File: config.mk
export PLATFORM = sky130hd
export DESIGN_NAME = c2dv_ctrl
export DESIGN_NICKNAME = d
export VERILOG_FILES = /design/src/sv/c2dv_pkg.sv /design/src/sv/c2dv_ctrl.sv
export VERILOG_INCLUDE_DIRS = /design/src /design/src/sv
export SDC_FILE = /design/constraint.sdc
export NUM_CORES = 1
export LEC_CHECK = 0
export BUFFER_PORTS_ARGS = -buffer_cell sky130_fd_sc_hd__buf_2
export CAP_MARGIN = 5
export CORE_MARGIN = 5
export CORE_UTILIZATION = 53
export CTS_CLUSTER_DIAMETER = 100
export CTS_CLUSTER_SIZE = 8
export DETAILED_ROUTE_END_ITERATION = 12
export PLACE_DENSITY = 0.77
export SYNTH_ARGS = -nofsm -noshare
export SYNTH_HDL_FRONTEND = slang
export SYNTH_SLANG_ARGS = --single-unit
File: constraint.sdc
create_clock -name clk -period 2.9 [get_ports clk]
set_input_delay 0.145 -clock clk [delete_from_list [all_inputs] [get_ports clk]]
set_output_delay 0.145 -clock clk [all_outputs]
set_load 0.05 [all_outputs]
File: src/sv/assert_macros.svh
// Assertion macros shared by the convolution block's modules.
`ifndef ASSERT_MACROS_SVH
`define ASSERT_MACROS_SVH

// Checks a property at every rising clock edge outside reset.
`define C2DV_ASSERT(lbl, prop, msg) \
    lbl: assert property (@(posedge clk) disable iff (!rst_n) prop) else $error(msg);

// Checks that a condition holds in the cycle after a trigger.
`define C2DV_ASSERT_NEXT(lbl, trig, cond, msg) \
    lbl: assert property (@(posedge clk) disable iff (!rst_n) trig |=> cond) else $error(msg);

`endif

File: src/sv/c2dv_pkg.sv
// Shared constants, types and codes for the convolution block.
package c2dv_pkg;

    localparam int MAX_WIDTH        = 256;
    localparam int MAX_HEIGHT       = 256;
    localparam int MAX_KERNEL       = 5;
    localparam int MAX_IN_CHANNELS  = 4;
    localparam int MAX_OUT_CHANNELS = 8;

    localparam int LINE_DEPTH   = MAX_KERNEL * MAX_WIDTH;
    localparam int WEIGHT_DEPTH = MAX_OUT_CHANNELS * MAX_IN_CHANNELS * MAX_KERNEL * MAX_KERNEL;

    localparam int LINE_AW   = $clog2(LINE_DEPTH);
    localparam int WEIGHT_AW = 10;
    localparam int ROW_W     = (MAX_HEIGHT > 1) ? $clog2(MAX_HEIGHT) : 1;
    localparam int COL_W     = (MAX_WIDTH > 1) ? $clog2(MAX_WIDTH) : 1;
    localparam int KR_W      = (MAX_KERNEL > 1) ? $clog2(MAX_KERNEL) : 1;
    localparam int CH_W      = (MAX_IN_CHANNELS > 1) ? $clog2(MAX_IN_CHANNELS) : 1;
    localparam int OC_W      = 3;

    localparam int SAMPLE_W = 16;
    localparam int PROD_W   = 2 * SAMPLE_W;
    localparam int ACC_W    = 40;
    localparam int WORD_W   = SAMPLE_W * MAX_IN_CHANNELS;

    localparam int IC_CFG_W = 3;
    localparam int OC_CFG_W = 4;
    localparam int K_CFG_W  = 3;
    localparam int DIM_W    = 9;
    localparam int CFG_W    = 9;
    localparam int CFG_IW   = 3;

    typedef enum logic [CFG_IW-1:0] {
        REG_IN_CHANNELS   = 3'd0,
        REG_OUT_CHANNELS  = 3'd1,
        REG_KERNEL_HEIGHT = 3'd2,
        REG_KERNEL_WIDTH  = 3'd3,
        REG_IMAGE_HEIGHT  = 3'd4,
        REG_IMAGE_WIDTH   = 3'd5
    } cfg_reg_t;

    typedef enum logic [2:0] {
        ST_IDLE,
        ST_MAC,
        ST_DRAIN,
        ST_LOAD,
        ST_HOLD
    } state_t;

    typedef struct packed {
        logic                 wt_write;
        logic                 pix_write;
        logic [KR_W-1:0]      pix_row;
        logic [COL_W-1:0]     pix_col;
        logic                 acc_clr;
        logic                 issue;
        logic [CH_W-1:0]      rd_ch;
        logic [KR_W-1:0]      rd_row;
        logic [COL_W-1:0]     rd_col;
        logic [WEIGHT_AW-1:0] waddr;
        logic                 load_out;
        logic [OC_W-1:0]      oc;
        logic [ROW_W-1:0]     top;
        logic [COL_W-1:0]     left;
        logic                 last;
    } cmd_t;

    typedef struct packed {
        logic busy;
        logic out_full;
    } status_t;

endpackage

File: src/sv/c2dv_ctrl.sv
// Controller: configuration registers, frame counters and the window sequencer.
`include "assert_macros.svh"
module c2dv_ctrl (
    input  logic                          clk,
    input  logic                          rst_n,
    input  logic                          cfg_we,
    input  logic [c2dv_pkg::CFG_IW-1:0]   cfg_index,
    input  logic [c2dv_pkg::CFG_W-1:0]    cfg_data,
    input  logic                          in_valid,
    output logic                          in_stall,
    input  logic                          func,
    input  c2dv_pkg::status_t             status,
    output c2dv_pkg::cmd_t                cmd
);
    import c2dv_pkg::*;

    state_t               state_reg, state_next;
    logic [IC_CFG_W-1:0]  ic_reg;
    logic [OC_CFG_W-1:0]  ocn_reg;
    logic [K_CFG_W-1:0]   kh_reg;
    logic [K_CFG_W-1:0]   kw_reg;
    logic [DIM_W-1:0]     ih_reg;
    logic [DIM_W-1:0]     iw_reg;

    logic [ROW_W-1:0]     row_reg, row_next;
    logic [COL_W-1:0]     col_reg, col_next;
    logic [KR_W-1:0]      rmod_reg, rmod_next;
    logic [ROW_W-1:0]     top_reg, top_next;
    logic [COL_W-1:0]     left_reg, left_next;
    logic [KR_W-1:0]      tmod_reg, tmod_next;
    logic [OC_W-1:0]      oc_reg, oc_next;
    logic [CH_W-1:0]      ch_reg, ch_next;
    logic [K_CFG_W-1:0]   p_reg, p_next;
    logic [K_CFG_W-1:0]   q_reg, q_next;
    logic [KR_W-1:0]      lrow_reg, lrow_next;
    logic [WEIGHT_AW-1:0] waddr_reg, waddr_next;

    logic                 accept;
    logic                 window;
    logic                 oc_last;
    logic [KR_W:0]        tmod_sum;
    logic [IC_CFG_W-1:0]  ic_w;
    logic [OC_CFG_W-1:0]  oc_w;
    logic [K_CFG_W-1:0]   k_w;
    logic [DIM_W-1:0]     ih_w;
    logic [DIM_W-1:0]     iw_w;

    // Written values are clamped into each register's legal range.
    always_comb
    begin
        ic_w = cfg_data[IC_CFG_W-1:0];
        if (ic_w == '0) ic_w = IC_CFG_W'(1);
        else if (32'(ic_w) > MAX_IN_CHANNELS) ic_w = IC_CFG_W'(MAX_IN_CHANNELS);
        oc_w = cfg_data[OC_CFG_W-1:0];
        if (oc_w == '0) oc_w = OC_CFG_W'(1);
        else if (32'(oc_w) > MAX_OUT_CHANNELS) oc_w = OC_CFG_W'(MAX_OUT_CHANNELS);
        k_w = cfg_data[K_CFG_W-1:0];
        if (k_w == '0) k_w = K_CFG_W'(1);
        else if (32'(k_w) > MAX_KERNEL) k_w = K_CFG_W'(MAX_KERNEL);
        ih_w = cfg_data[DIM_W-1:0];
        if (ih_w == '0) ih_w = DIM_W'(1);
        else if (32'(ih_w) > MAX_HEIGHT) ih_w = DIM_W'(MAX_HEIGHT);
        iw_w = cfg_data[DIM_W-1:0];
        if (iw_w == '0) iw_w = DIM_W'(1);
        else if (32'(iw_w) > MAX_WIDTH) iw_w = DIM_W'(MAX_WIDTH);
    end

    always_ff @(posedge clk or negedge rst_n)
    begin
        if (!rst_n)
        begin
            ic_reg  <= IC_CFG_W'(1);
            ocn_reg <= OC_CFG_W'(1);
            kh_reg  <= K_CFG_W'(3);
            kw_reg  <= K_CFG_W'(3);
            ih_reg  <= DIM_W'(MAX_HEIGHT);
            iw_reg  <= DIM_W'(MAX_WIDTH);
        end
        else if (cfg_we)
        begin
            case (cfg_reg_t'(cfg_index))
                REG_IN_CHANNELS:   ic_reg  <= ic_w;
                REG_OUT_CHANNELS:  ocn_reg <= oc_w;
                REG_KERNEL_HEIGHT: kh_reg  <= k_w;
                REG_KERNEL_WIDTH:  kw_reg  <= k_w;
                REG_IMAGE_HEIGHT:  ih_reg  <= ih_w;
                REG_IMAGE_WIDTH:   iw_reg  <= iw_w;
                default:           ;
            endcase
        end
    end

    assign accept  = in_valid && (state_reg == ST_IDLE);
    assign window  = ((DIM_W'(row_reg) + DIM_W'(1)) >= DIM_W'(kh_reg))
                  && ((DIM_W'(col_reg) + DIM_W'(1)) >= DIM_W'(kw_reg));
    assign oc_last = (OC_CFG_W'(oc_reg) + OC_CFG_W'(1)) == ocn_reg;
    // Ring row of the window's top line: (rmod + 1 - kernel_height) mod MAX_KERNEL.
    assign tmod_sum = (KR_W+1)'(rmod_reg) + (KR_W+1)'(1)
                    + (KR_W+1)'(MAX_KERNEL) - (KR_W+1)'(kh_reg);

    always_ff @(posedge clk or negedge rst_n)
    begin
        if (!rst_n)
        begin
            state_reg <= ST_IDLE;
            row_reg   <= '0;
            col_reg   <= '0;
            rmod_reg  <= '0;
            top_reg   <= '0;
            left_reg  <= '0;
            tmod_reg  <= '0;
            oc_reg    <= '0;
            ch_reg    <= '0;
            p_reg     <= '0;
            q_reg     <= '0;
            lrow_reg  <= '0;
            waddr_reg <= '0;
        end
        else
        begin
            state_reg <= state_next;
            row_reg   <= row_next;
            col_reg   <= col_next;
            rmod_reg  <= rmod_next;
            top_reg   <= top_next;
            left_reg  <= left_next;
            tmod_reg  <= tmod_next;
            oc_reg    <= oc_next;
            ch_reg    <= ch_next;
            p_reg     <= p_next;
            q_reg     <= q_next;
            lrow_reg  <= lrow_next;
            waddr_reg <= waddr_next;
        end
    end

    always_comb
    begin
        state_next = state_reg;
        row_next   = row_reg;
        col_next   = col_reg;
        rmod_next  = rmod_reg;
        top_next   = top_reg;
        left_next  = left_reg;
        tmod_next  = tmod_reg;
        oc_next    = oc_reg;
        ch_next    = ch_reg;
        p_next     = p_reg;
        q_next     = q_reg;
        lrow_next  = lrow_reg;
        waddr_next = waddr_reg;

        cmd           = '0;
        cmd.pix_row   = rmod_reg;
        cmd.pix_col   = col_reg;
        cmd.rd_ch     = ch_reg;
        cmd.rd_row    = lrow_reg;
        cmd.rd_col    = left_reg + COL_W'(q_reg);
        cmd.waddr     = waddr_reg;
        cmd.oc        = oc_reg;
        cmd.top       = top_reg;
        cmd.left      = left_reg;
        cmd.last      = oc_last;

        case (state_reg)
            ST_IDLE:
            begin
                if (accept && !func)
                begin
                    cmd.wt_write = 1'b1;
                end
                else if (accept)
                begin
                    cmd.pix_write = 1'b1;
                    if (window)
                    begin
                        top_next   = ROW_W'(DIM_W'(row_reg) + DIM_W'(1) - DIM_W'(kh_reg));
                        left_next  = COL_W'(DIM_W'(col_reg) + DIM_W'(1) - DIM_W'(kw_reg));
                        tmod_next  = (tmod_sum >= (KR_W+1)'(MAX_KERNEL))
                                   ? KR_W'(tmod_sum - (KR_W+1)'(MAX_KERNEL))
                                   : KR_W'(tmod_sum);
                        lrow_next  = tmod_next;
                        oc_next    = '0;
                        ch_next    = '0;
                        p_next     = '0;
                        q_next     = '0;
                        waddr_next = '0;
                        cmd.acc_clr = 1'b1;
                        state_next = ST_MAC;
                    end
                    if ((DIM_W'(col_reg) + DIM_W'(1)) >= iw_reg)
                    begin
                        col_next = '0;
                        if ((DIM_W'(row_reg) + DIM_W'(1)) >= ih_reg)
                        begin
                            row_next  = '0;
                            rmod_next = '0;
                        end
                        else
                        begin
                            row_next  = row_reg + ROW_W'(1);
                            rmod_next = (32'(rmod_reg) == MAX_KERNEL - 1)
                                      ? '0 : rmod_reg + KR_W'(1);
                        end
                    end
                    else
                    begin
                        col_next = col_reg + COL_W'(1);
                    end
                end
                // Only a write to an existing register restarts the frame.
                if (cfg_we && (cfg_index <= CFG_IW'(REG_IMAGE_WIDTH)))
                begin
                    row_next  = '0;
                    col_next  = '0;
                    rmod_next = '0;
                end
            end
            ST_MAC:
            begin
                // One product issued per cycle, in the weight store's own order.
                cmd.issue  = 1'b1;
                waddr_next = waddr_reg + WEIGHT_AW'(1);
                if ((q_reg + K_CFG_W'(1)) == kw_reg)
                begin
                    q_next = '0;
                    lrow_next = (32'(lrow_reg) == MAX_KERNEL - 1) ? '0 : lrow_reg + KR_W'(1);
                    if ((p_reg + K_CFG_W'(1)) == kh_reg)
                    begin
                        p_next    = '0;
                        lrow_next = tmod_reg;
                        ch_next   = ch_reg + CH_W'(1);
                        if ((IC_CFG_W'(ch_reg) + IC_CFG_W'(1)) == ic_reg)
                        begin
                            ch_next    = '0;
                            state_next = ST_DRAIN;
                        end
                    end
                    else
                    begin
                        p_next = p_reg + K_CFG_W'(1);
                    end
                end
                else
                begin
                    q_next = q_reg + K_CFG_W'(1);
                end
            end
            ST_DRAIN:
            begin
                if (!status.busy)
                begin
                    state_next = ST_LOAD;
                end
            end
            ST_LOAD:
            begin
                cmd.load_out = 1'b1;
                state_next   = ST_HOLD;
            end
            ST_HOLD:
            begin
                if (!status.out_full)
                begin
                    if (oc_last)
                    begin
                        state_next = ST_IDLE;
                    end
                    else
                    begin
                        oc_next     = oc_reg + OC_W'(1);
                        cmd.acc_clr = 1'b1;
                        state_next  = ST_MAC;
                    end
                end
            end
            default:
            begin
                state_next = ST_IDLE;
            end
        endcase
    end

    assign in_stall = (state_reg != ST_IDLE);

    `C2DV_ASSERT(a_oc_range, (state_reg == ST_MAC) |-> ((OC_CFG_W'(oc_reg) < ocn_reg)), "output channel beyond configured count")
    `C2DV_ASSERT_NEXT(a_load_hold, (state_reg == ST_LOAD), (state_reg == ST_HOLD) && status.out_full, "result not held after load")
    `C2DV_ASSERT_NEXT(a_last_idle, (state_reg == ST_HOLD) && !status.out_full && oc_last, (state_reg == ST_IDLE), "sequencer did not return to idle after last result")

endmodule

==> Word-level counts from Yosys, hierarchy flattened <==
Index checks and enable logic that the tools add are counted.
W data, S select, Z words.
{ "word_totals": {"inputBits": 19, "wordCells": 179, "ff_bits": 96, "out_inout_bits": 60, "rom_bits": 0, "latch_bits": 0, "mem_bits_rw": 0, "mem_count": 0} }
{ "op_classes": {"n_lt_le_gt_ge": 10, "addsub": 20, "muxes": 75, "n_div": 0, "n_mul": 0, "n_reduce_logical": 29, "eq_ne": 25, "n_bitwise": 1, "shift": 0} }
{ "op_table": {"columns": ["op", "n"], "rows": [
  ["$mux W3", 33],
  ["$mux W8", 9],
  ["$mux W10", 3],
  ["$pmux W3 S2", 4],
  ["$pmux W10 S2", 1],
  ["$add A8 B1 Y9 const B", 2],
  ["$ge A9 B3 Y1", 2],
  ["$ge A9 B9 Y1", 2],
  ["$mux W9", 2],
  ["$ne A2 B2 Y1 const B", 9],
  ["$add A8 B1 Y8 const B", 2],
  ["$sub A8 B3 Y8", 2],
  ["$add A3 B1 Y3 const B", 5],
  ["$eq A3 B3 Y1 const B", 5],
  ["$pmux W3 S5", 1],
  ["$mux W2", 7],
  ["$eq A3 B2 Y1 const B", 4],
  ["$reduce_and A2 Y1", 6],
  ["$reduce_and A4 Y1", 3],
  ["$reduce_and A6 Y1", 2],
  ["$mux W1", 11],
  ["$add A10 B1 Y10 const B", 1],
  ["$eq A3 B3 Y1", 3],
  ["$gt A9 B9 Y1 const B", 1],
  ["28 further kinds", 40]
]} }

==> Logic depth before layout (Yosys ltp) <==
Gate-level depths: netlist of the first run.
{ "depth": {"word_depth": 9, "mapped_depth": 13} }

==> Worst setup path before layout of the first run <==
No wires, ideal clock.
{ "synth_timing": {"path_kind": "reg2reg", "from": "reg col_reg[0]", "to": "reg oc_reg[0]", "t_arrival_ns": 3.130, "t_required_ns": 2.775, "setup_slack_ns": -0.355, "synth_period_minus_slack_ns": 3.255, "path_stages_with_launch": 12, "n_path_buf": 1, "path_cell_list": "dfrtp_1 -> ha_1 -> buf_4 -> xor2_1 -> ha_1 -> a21oi_1 -> nand2_1 -> nor3_1 -> nand3_1 -> nand3_1 -> nand2_1 -> mux2_2"} }
{ "synth_via": {"elab_chain_cells": 5} }
{ "synth_rtl": {"columns": ["item", "line", "source"], "rows": [
  ["start: declaration", "c2dv_ctrl.sv:26", "logic [COL_W-1:0] col_reg, col_next;"],
  ["start signal: assignment", "c2dv_ctrl.sv:123", "col_reg <= col_next;"],
  ["$add A8 B1 Y9", "c2dv_ctrl.sv:95", "&& ((DIM_W'(col_reg) + DIM_W'(1)) >= DIM_W'(kw_reg));"],
  ["$ge A9 B3 Y1", "c2dv_ctrl.sv:95", null],
  ["$logic_and A1 B1 Y1", "c2dv_ctrl.sv:95", null],
  ["$ne A2 B2 Y1 (no line)", null, null],
  ["$reduce_and A6 Y1 (no line)", null, null],
  ["end signal: assignment", "c2dv_ctrl.sv:128", "oc_reg <= oc_next;"],
  ["end: declaration", "c2dv_ctrl.sv:31", "logic [OC_W-1:0] oc_reg, oc_next;"]
]} }
Every way passes these cells.
A chain may end at the register's enable or synchronous reset.

==> Worst setup path in the final report of the first run <==
{ "layout_timing": {"from": "reg row_reg[0]", "to": "reg row_reg[7]"} }
{ "layout_via": {"elab_chain_cells": 7, "elab_cells_between_ends": 8} }
{ "layout_rtl": {"columns": ["item", "line", "source"], "rows": [
  ["start: declaration", "c2dv_ctrl.sv:25", "logic [ROW_W-1:0] row_reg, row_next;"],
  ["start signal: assignment", "c2dv_ctrl.sv:122", "row_reg <= row_next;"],
  ["$add A8 B1 Y9", "c2dv_ctrl.sv:194", "if ((DIM_W'(row_reg) + DIM_W'(1)) >= ih_reg)"],
  ["$ge A9 B9 Y1", "c2dv_ctrl.sv:194", null],
  ["$mux W8 *", "c2dv_ctrl.sv:194", null],
  ["$mux W8 *", "c2dv_ctrl.sv:191", "if ((DIM_W'(col_reg) + DIM_W'(1)) >= iw_reg)"],
  ["$mux W8 *", "c2dv_ctrl.sv:172", "else if (accept)"],
  ["$mux W8 *", "c2dv_ctrl.sv:168", "if (accept && !func)"],
  ["$mux W8 *", "c2dv_ctrl.sv:212", "if (cfg_we && (cfg_index <= CFG_IW'(REG_IMAGE_WIDTH)))"]
]} }
Every way passes the cells marked *; elsewhere a longest branch is shown, timed or not. The select of a mux whose other input is x is not followed.

==> impl_metrics.toml, run 1 <==
[timing]
hold_ws_ns = 0.09146
clock.fmax_ghz = 0.3579
finalMaxSlewViolations = 0
tightest_slew_ns = 0.7807
slew_headroom_pct = 47.95
fin_worst_skew_ns = 0.007229
fin_crit_sh_pct = 96.35
final_hold_viol_count = 0
rsz0062_at_grt = "true"
period_needed_ns = 2.794
setup_viol = 0

[cts]
clockBufferDepth = 2
htree_levels = 3
clock_sinks = 96
cts_tree = "yes"
cts_buffers = 9
clk_pin_slew_ns = 0.07
cts_root_buf = "clkbuf_16"
clk-insertion-delay-late_ns = 0.35

[logic_synthesis]
synth_area_leaders = "dfrtp_1 36%, ha_1 8.7%, nand2_1 4.7%, o21ai_0 4.4%, xnor2_1 4.1%"
synth.most_common_cell = "dfrtp_1"
synth_edf_count = 0
ys_seq_area_share_pct = 38.90
synth-warning-count = 0
synthArstFlopShare_pct = 100.0
synthFlopType = "dfrtp_1"
syn_area_mm2 = 0.006201
ys_ff_latch = 96
synthTopCellsByCount = "88 x dfrtp_1, 78 x nand2_1, 56 x inv_1"
avgSynthCellArea_um2 = 9.146
synth_top_area_share_pct = 35.51
synth_nets = 744
syn_inst = 678
ys_types = 68
yosysTopAreaCell = "dfrtp_1"

[placement]
dp_hpwl_mm = 11.74
portBuffers = 78
gp_congestion = 0.9142
place_area_mm2 = 0.006840

[drt]
initialDrtViolationCount = 402
wl_mm = 15.46
num_vias = 5312
route.detailed.drc = 0
ant_nets = 0
via_per_inst = 5.774
drtPass1Iterations = 7
wl_per_cell_um = 16.80

[worst_setup_path]
required_ns = 3.13
endpoint_kind = "flip-flop"
worstSetupPathType = "flip-flop to flip-flop"
cp_data_arrival_time_ns = 3.03
critical_path.max_fanout = 5
cp-start-kind = "flip-flop"

[die]
core_mm2 = 0.01147
initial_core_util_pct = 54.08
die-area_mm2 = 0.01396
die_y_um = 118.2
chipWidth_um = 118.2
ios = 79
rows = 39

[grt]
grt_pass1_vias = 5329
groute.usage.overall_pct = 22.37
grt.overflow.total = 0
grt_first_pass_wirelength_mm = 25.92
grt_max_degree = 59
antenna_found_initial = 0

[layout]
multi_input_area_mm2 = 0.003481
largest_register_ffs = 10
register_area_mm2 = 0.002417
layout-drive-gt1-share_pct = 23.29
nFillCells = 950
antenna_cells = 0
nets = 838
postLayoutCellArea_mm2 = 0.007264
syn_to_final_growth_pct = 17.15

[power]
total_power_mw = 8.139
p_leak_nw = 3.556
power.density_mw_per_mm2 = 1120
ir_drop_v = 0.0007991

[min_path]
hold_path_class = "input port to flip-flop"

[job]
maxCapViolCount = 0

[status]
status = "finished, final reports clean"
## stage by stage
step / instances / setup slack [ns] / TNS (ns) / util (%)
detailed placement: 897 / 0.01072 / 0 / 59.65
global placement: 897 / 0.09375 / 0 / 59.65
global route: 920 / -0.02419 / -0.06088 / 63.35
floorplan: 678 / -0.003069 / -0.003069 / -
finish: 920 / 0.1059 / 0 / 63.35
CTS: 915 / 0.0001927 / 0 / 62.42
## final cells by class
class / instances / area share [%]
timing repair buffer: 113 / 9.507
inverter: 57 / 2.945
sequential: 96 / 33.28
tap: 143 / 2.463
multi-input combinational: 495 / 47.92
clock buffer: 11 / 3.204
clock inverter: 5 / 0.6889
## power breakdown
part	switching [mW]	leakage (nW)	internal [mW]
Clock	0.504	0.143	0.663
Sequential	0.393	1.23	1.73
Combinational	3.08	2.19	1.77
## worst max-delay path, cell delays in order, from the launching register on
cell and delay, ns:
dfrtp_1 0.44, ha_1 0.26, and3_1 0.22, xnor2_1 0.18, inv_1 0.09, ha_1 0.29
inv_1 0.05, o31ai_2 0.28, o211ai_1 0.15, o211ai_2 0.17, buf_4 0.18, buf_6 0.12
o21bai_1 0.06, a22o_1 0.18
## path summary, 6_finish.rpt
path,start,endpoint,slack [ns],cells after the start
min reg2reg,top_reg[1],top_reg[1],0.48,2
min,status[0],state_reg[2],0.09,2
max,row_reg[0],row_reg[7],0.11,13
max in group asynchronous,rst_n,kh_reg[1],1.74,3
min in group asynchronous,rst_n,col_reg[4],0.43,2
max reg2reg,row_reg[0],row_reg[7],0.11,13
## routing by layer
metal  GRT usage [%]  up-vias  wire length [um]
met2           35.90      156              7478
met5               0        -                 0
li1                -     2567                 -
met4           9.606        0               431
met1           29.95     2559              6774
met3           3.820       30               773
## timing repair
action,in CTS,in global routing
gates resized for setup,3,20
hold buffers,1,0
setup endpoints to repair,6,31
pin swaps,1,6
hold endpoints to repair,56,0
buffers inserted,1,5
## placed cells by master (no fill, tap or decap), types with 4 or more instances in the layout
| master | Yosys | routed |
|---|---|---|
| nand3_1 | 24 | 21 |
| ha_1 | 43 | 41 |
| clkbuf_16 | 0 | 9 |
| dfstp_2 | 8 | 8 |
| buf_2 | 7 | 77 |
| nand2b_1 | 14 | 14 |
| nor3_1 | 12 | 11 |
| or3_1 | 5 | 5 |
| nand4_1 | 12 | 12 |
| dfrtp_1 | 88 | 84 |
| inv_1 | 56 | 56 |
| nor2b_1 | 15 | 15 |
| buf_4 | 7 | 31 |
| o31ai_1 | 13 | 12 |
| a21oi_1 | 30 | 29 |
| or4_1 | 4 | 4 |
| o21bai_1 | 4 | 4 |
| xor2_1 | 16 | 14 |
| a22o_1 | 12 | 12 |
| nor2_1 | 35 | 34 |
| o21ai_0 | 55 | 54 |
| nand2_1 | 78 | 77 |
| a31oi_1 | 4 | 4 |
| xnor2_1 | 29 | 28 |
| clkinv_2 | 0 | 4 |
| and3_1 | 10 | 9 |
| fa_1 | 4 | 4 |
| mux2_2 | 15 | 15 |
| dfrtp_2 | 0 | 4 |
## cell families (layout without fill, tap and decap cells)
logic type | after synthesis | count (layout) | synth area share, %
buf+inv | 87 | 186 | 6.315
simple gates | 229 | 229 | 18.62
mux | 18 | 18 | 3.208
compound gates | 155 | 155 | 16.24
fa+ha+maj | 47 | 47 | 9.968
flops | 96 | 96 | 38.90
xor+xnor | 46 | 46 | 6.739
Note: power is estimated with default switching activity, not from simulation.
==> run 2, diff against run 1 <==
--- a/config.mk
+++ b/config.mk
@@ -6,14 +6,15 @@
 export SDC_FILE = /design/constraint.sdc
 export NUM_CORES = 1
 export LEC_CHECK = 0
+export ABC_AREA = 1
 export BUFFER_PORTS_ARGS = -buffer_cell sky130_fd_sc_hd__buf_2
 export CAP_MARGIN = 5
-export CORE_MARGIN = 5
 export CORE_UTILIZATION = 53
 export CTS_CLUSTER_DIAMETER = 100
 export CTS_CLUSTER_SIZE = 8
 export DETAILED_ROUTE_END_ITERATION = 12
 export PLACE_DENSITY = 0.77
+export RECOVER_POWER = 25
 export SYNTH_ARGS = -nofsm -noshare
 export SYNTH_HDL_FRONTEND = slang
 export SYNTH_SLANG_ARGS = --single-unit
==> run 2 against run 1 <==
- the run now ends with max-capacitance violations, max-slew violations left
- non-clock buffer count decreased by 16
- register-to-register slack better by 0.18 ns
- combinational power rose by 10%
- synthesized cell count rose by 16%
- clock skew increased by 0.0034 ns
- worst setup slack improved by 0.030 ns
- worst hold slack worse by 0.058 ns
- sequential cell count unchanged
- critical path depth grew 1
- first-iteration DRC count down 12%
- global-route usage rose by 2.3 points
==> impl_metrics.toml, run 2 <==
[grt]
met1_usage_pct = 33.40
grt_max_degree = 62
antenna_found_initial = 0
globalRouteMet2Util_pct = 40.24
grt_first_pass_wirelength_mm = 22.84
grtUsageMet3_pct = 3.469
grt.overflow.total = 0
grt_busiest_layer = "met2"
grt_pass1_vias = 4902
groute.usage.overall_pct = 24.68

[timing]
fin_worst_skew_ns = 0.01061
slew_headroom_pct = -4.209
final_hold_viol_count = 0
fin_crit_sh_pct = 95.32
finalMaxSlewViolations = 61
setup_viol = 0
fin_setup_tns_ns = 0
clock.fmax_ghz = 0.3618
tightest_slew_ns = 1.563
period_needed_ns = 2.764

[power]
ir_drop_v = 0.001204
total_power_mw = 8.594
power.density_mw_per_mm2 = 1194
p_leak_nw = 3.672

[die]
ios = 79
die-area_mm2 = 0.01216
core_mm2 = 0.01142
chipWidth_um = 110.3
die_y_um = 110.3
initial_core_util_pct = 54.39
rows = 39

[layout]
layout-drive-gt1-share_pct = 19.68
final_common_cell = "nand2_1"
nets = 945
syn_to_final_growth_pct = 15.87
layout_common_cells = "177 x nand2_1, 109 x inv_1, 85 x dfrtp_1"
postLayoutCellArea_mm2 = 0.007197
largest_register_ffs = 10
antenna_cells = 0
utilization_pct = 63.03

[logic_synthesis]
synth_area_leaders = "dfrtp_1 35%, nand2_1 11%, ha_1 8.7%, inv_1 6.6%, o21ai_0 4.9%"
synth_top_area_share_pct = 35.46
synth_edf_count = 0
syn_area_mm2 = 0.006211
synthFlopType = "dfrtp_1"
synth.most_common_cell = "nand2_1"
synth_nets = 855
synthArstFlopShare_pct = 100.0
yosysTopAreaCell = "dfrtp_1"
synthTopCellsByCount = "178 x nand2_1, 109 x inv_1, 88 x dfrtp_1"
avgSynthCellArea_um2 = 7.872
ys_types = 50
synth-warning-count = 0
syn_inst = 789
ys_seq_area_share_pct = 38.84
ys_ff_latch = 96

[drt]
via_per_inst = 5.172
route.detailed.drc = 0
wl_mm = 13.89
wl_per_cell_um = 13.52
initialDrtViolationCount = 355
drtPass1Iterations = 5
num_vias = 5312
ant_nets = 0

[cts]
clockBufferDepth = 2
htree_levels = 3
cts_buffers = 9
clock_sinks = 96
clk-insertion-delay-late_ns = 0.35
clk_pin_slew_ns = 0.07
cts_root_buf = "clkbuf_16"
cts_tree = "yes"

[worst_setup_path]
worstSetupPathType = "flip-flop to output pin"
endpoint_kind = "output pin"
critical_path.max_fanout = 5
required_ns = 2.76
cp-start-kind = "flip-flop"
cp_data_arrival_time_ns = 2.62

[placement]
gp_congestion = 0.8923
dp_hpwl_mm = 10.46
portBuffers = 78
place_area_mm2 = 0.006793

[job]
maxCapViolCount = 1

[min_path]
hold_path_class = "input port to flip-flop"

[status]
status = "finished, violations left"
violations = "max-capacitance violations, max-slew violations"
run 2: changes by cell type in the layout (fill, tap and decap cells not counted), moves of 13 or more:
cell	change
nand2b_1	-14
buf_4	-15
nor2_1	+22
o21ai_1	+20
nand3_1	+17
mux2_2	-13
nor2b_1	-15
nand2_1	+100
inv_1	+53
run 2: routing by layer:
layer  vias to the layer above  part of all wire [%]
met3                        15                   5.1
li1                       2731                     -
met4                         0                   1.9
met1                      2425                    47
met5                         -                     0
met2                       141                    46
run 2: cell families (layout without fill, tap and decap cells):
logic type,Yosys count,after routing,synth area share [%]
simple gates,349,349,25.48
buf+inv,133,228,8.803
compound gates,123,123,10.92
flops,96,96,38.84
fa+ha+maj,48,48,10.11
xor+xnor,38,38,5.480
mux,2,2,0.3626
run 2: cell type report:
| class | instances | area, um2 |
|---|---|---|
| Fill cell | 979 | 4222 |
| Multi-Input combinational cell | 560 | 3343 |
| Sequential cell | 96 | 2416 |
| Timing Repair Buffer | 97 | 560.5 |
| Inverter | 115 | 431.7 |
| Clock buffer | 11 | 232.7 |
| Tap cell | 143 | 178.9 |
| Clock inverter | 5 | 33.78 |
run 2: worst paths after layout:
kind	from	slack, ns	cells past startpoint	endpoint
setup / recovery	row_reg[1]	0.14	14	cmd[45]
hold / removal	status[0]	0.03	3	state_reg[2]
setup reg to reg	row_reg[1]	0.29	17	q_reg[2]
hold reg to reg	top_reg[1]	0.48	2	top_reg[1]
max in group asynchronous	rst_n	1.15	2	col_reg[2]
min in group asynchronous	rst_n	0.73	2	col_reg[0]
run 2: repair_timing:
item	4_1_cts	5_1_grt
endpoints found under the setup margin	1	22
endpoints found under the hold margin	58	0
hold buffers	1	0
pin swaps	3	5
setup buffers	3	2
resized for setup	6	11
run 2: where the power goes:
group | switching, mW | internal (mW) | leakage [nW]
sequential | 0.399 | 1.76 | 1.22
combinational | 3.58 | 1.77 | 2.32
clock | 0.504 | 0.582 | 0.126
total | 4.49 | 4.11 | 3.67
run 2: stage by stage:
stage,cells,hold slack (ns),setup slack [ns]
3_5_place_dp,1005,0.2891,0.09360
3_3_place_gp,1005,0.2858,0.1434
4_1_cts,1025,0.02373,0.03082
5_1_grt,1027,0.04857,-0.008484
6_report,1027,0.03329,0.1357
2_1_floorplan,789,-0.1506,0.01840
run 2: critical path, cell delays in order (launching register included):
cell	delay (ns)
dfrtp_1	0.40
ha_1	0.22
nand2_2	0.11
inv_1	0.11
nor2_4	0.14
ha_4	0.23
nand2_1	0.06
inv_1	0.05
nor3_2	0.21
nand3_2	0.15
nor2_4	0.14
nand3_4	0.09
nand3_2	0.10
nand2_1	0.10
buf_6	0.17
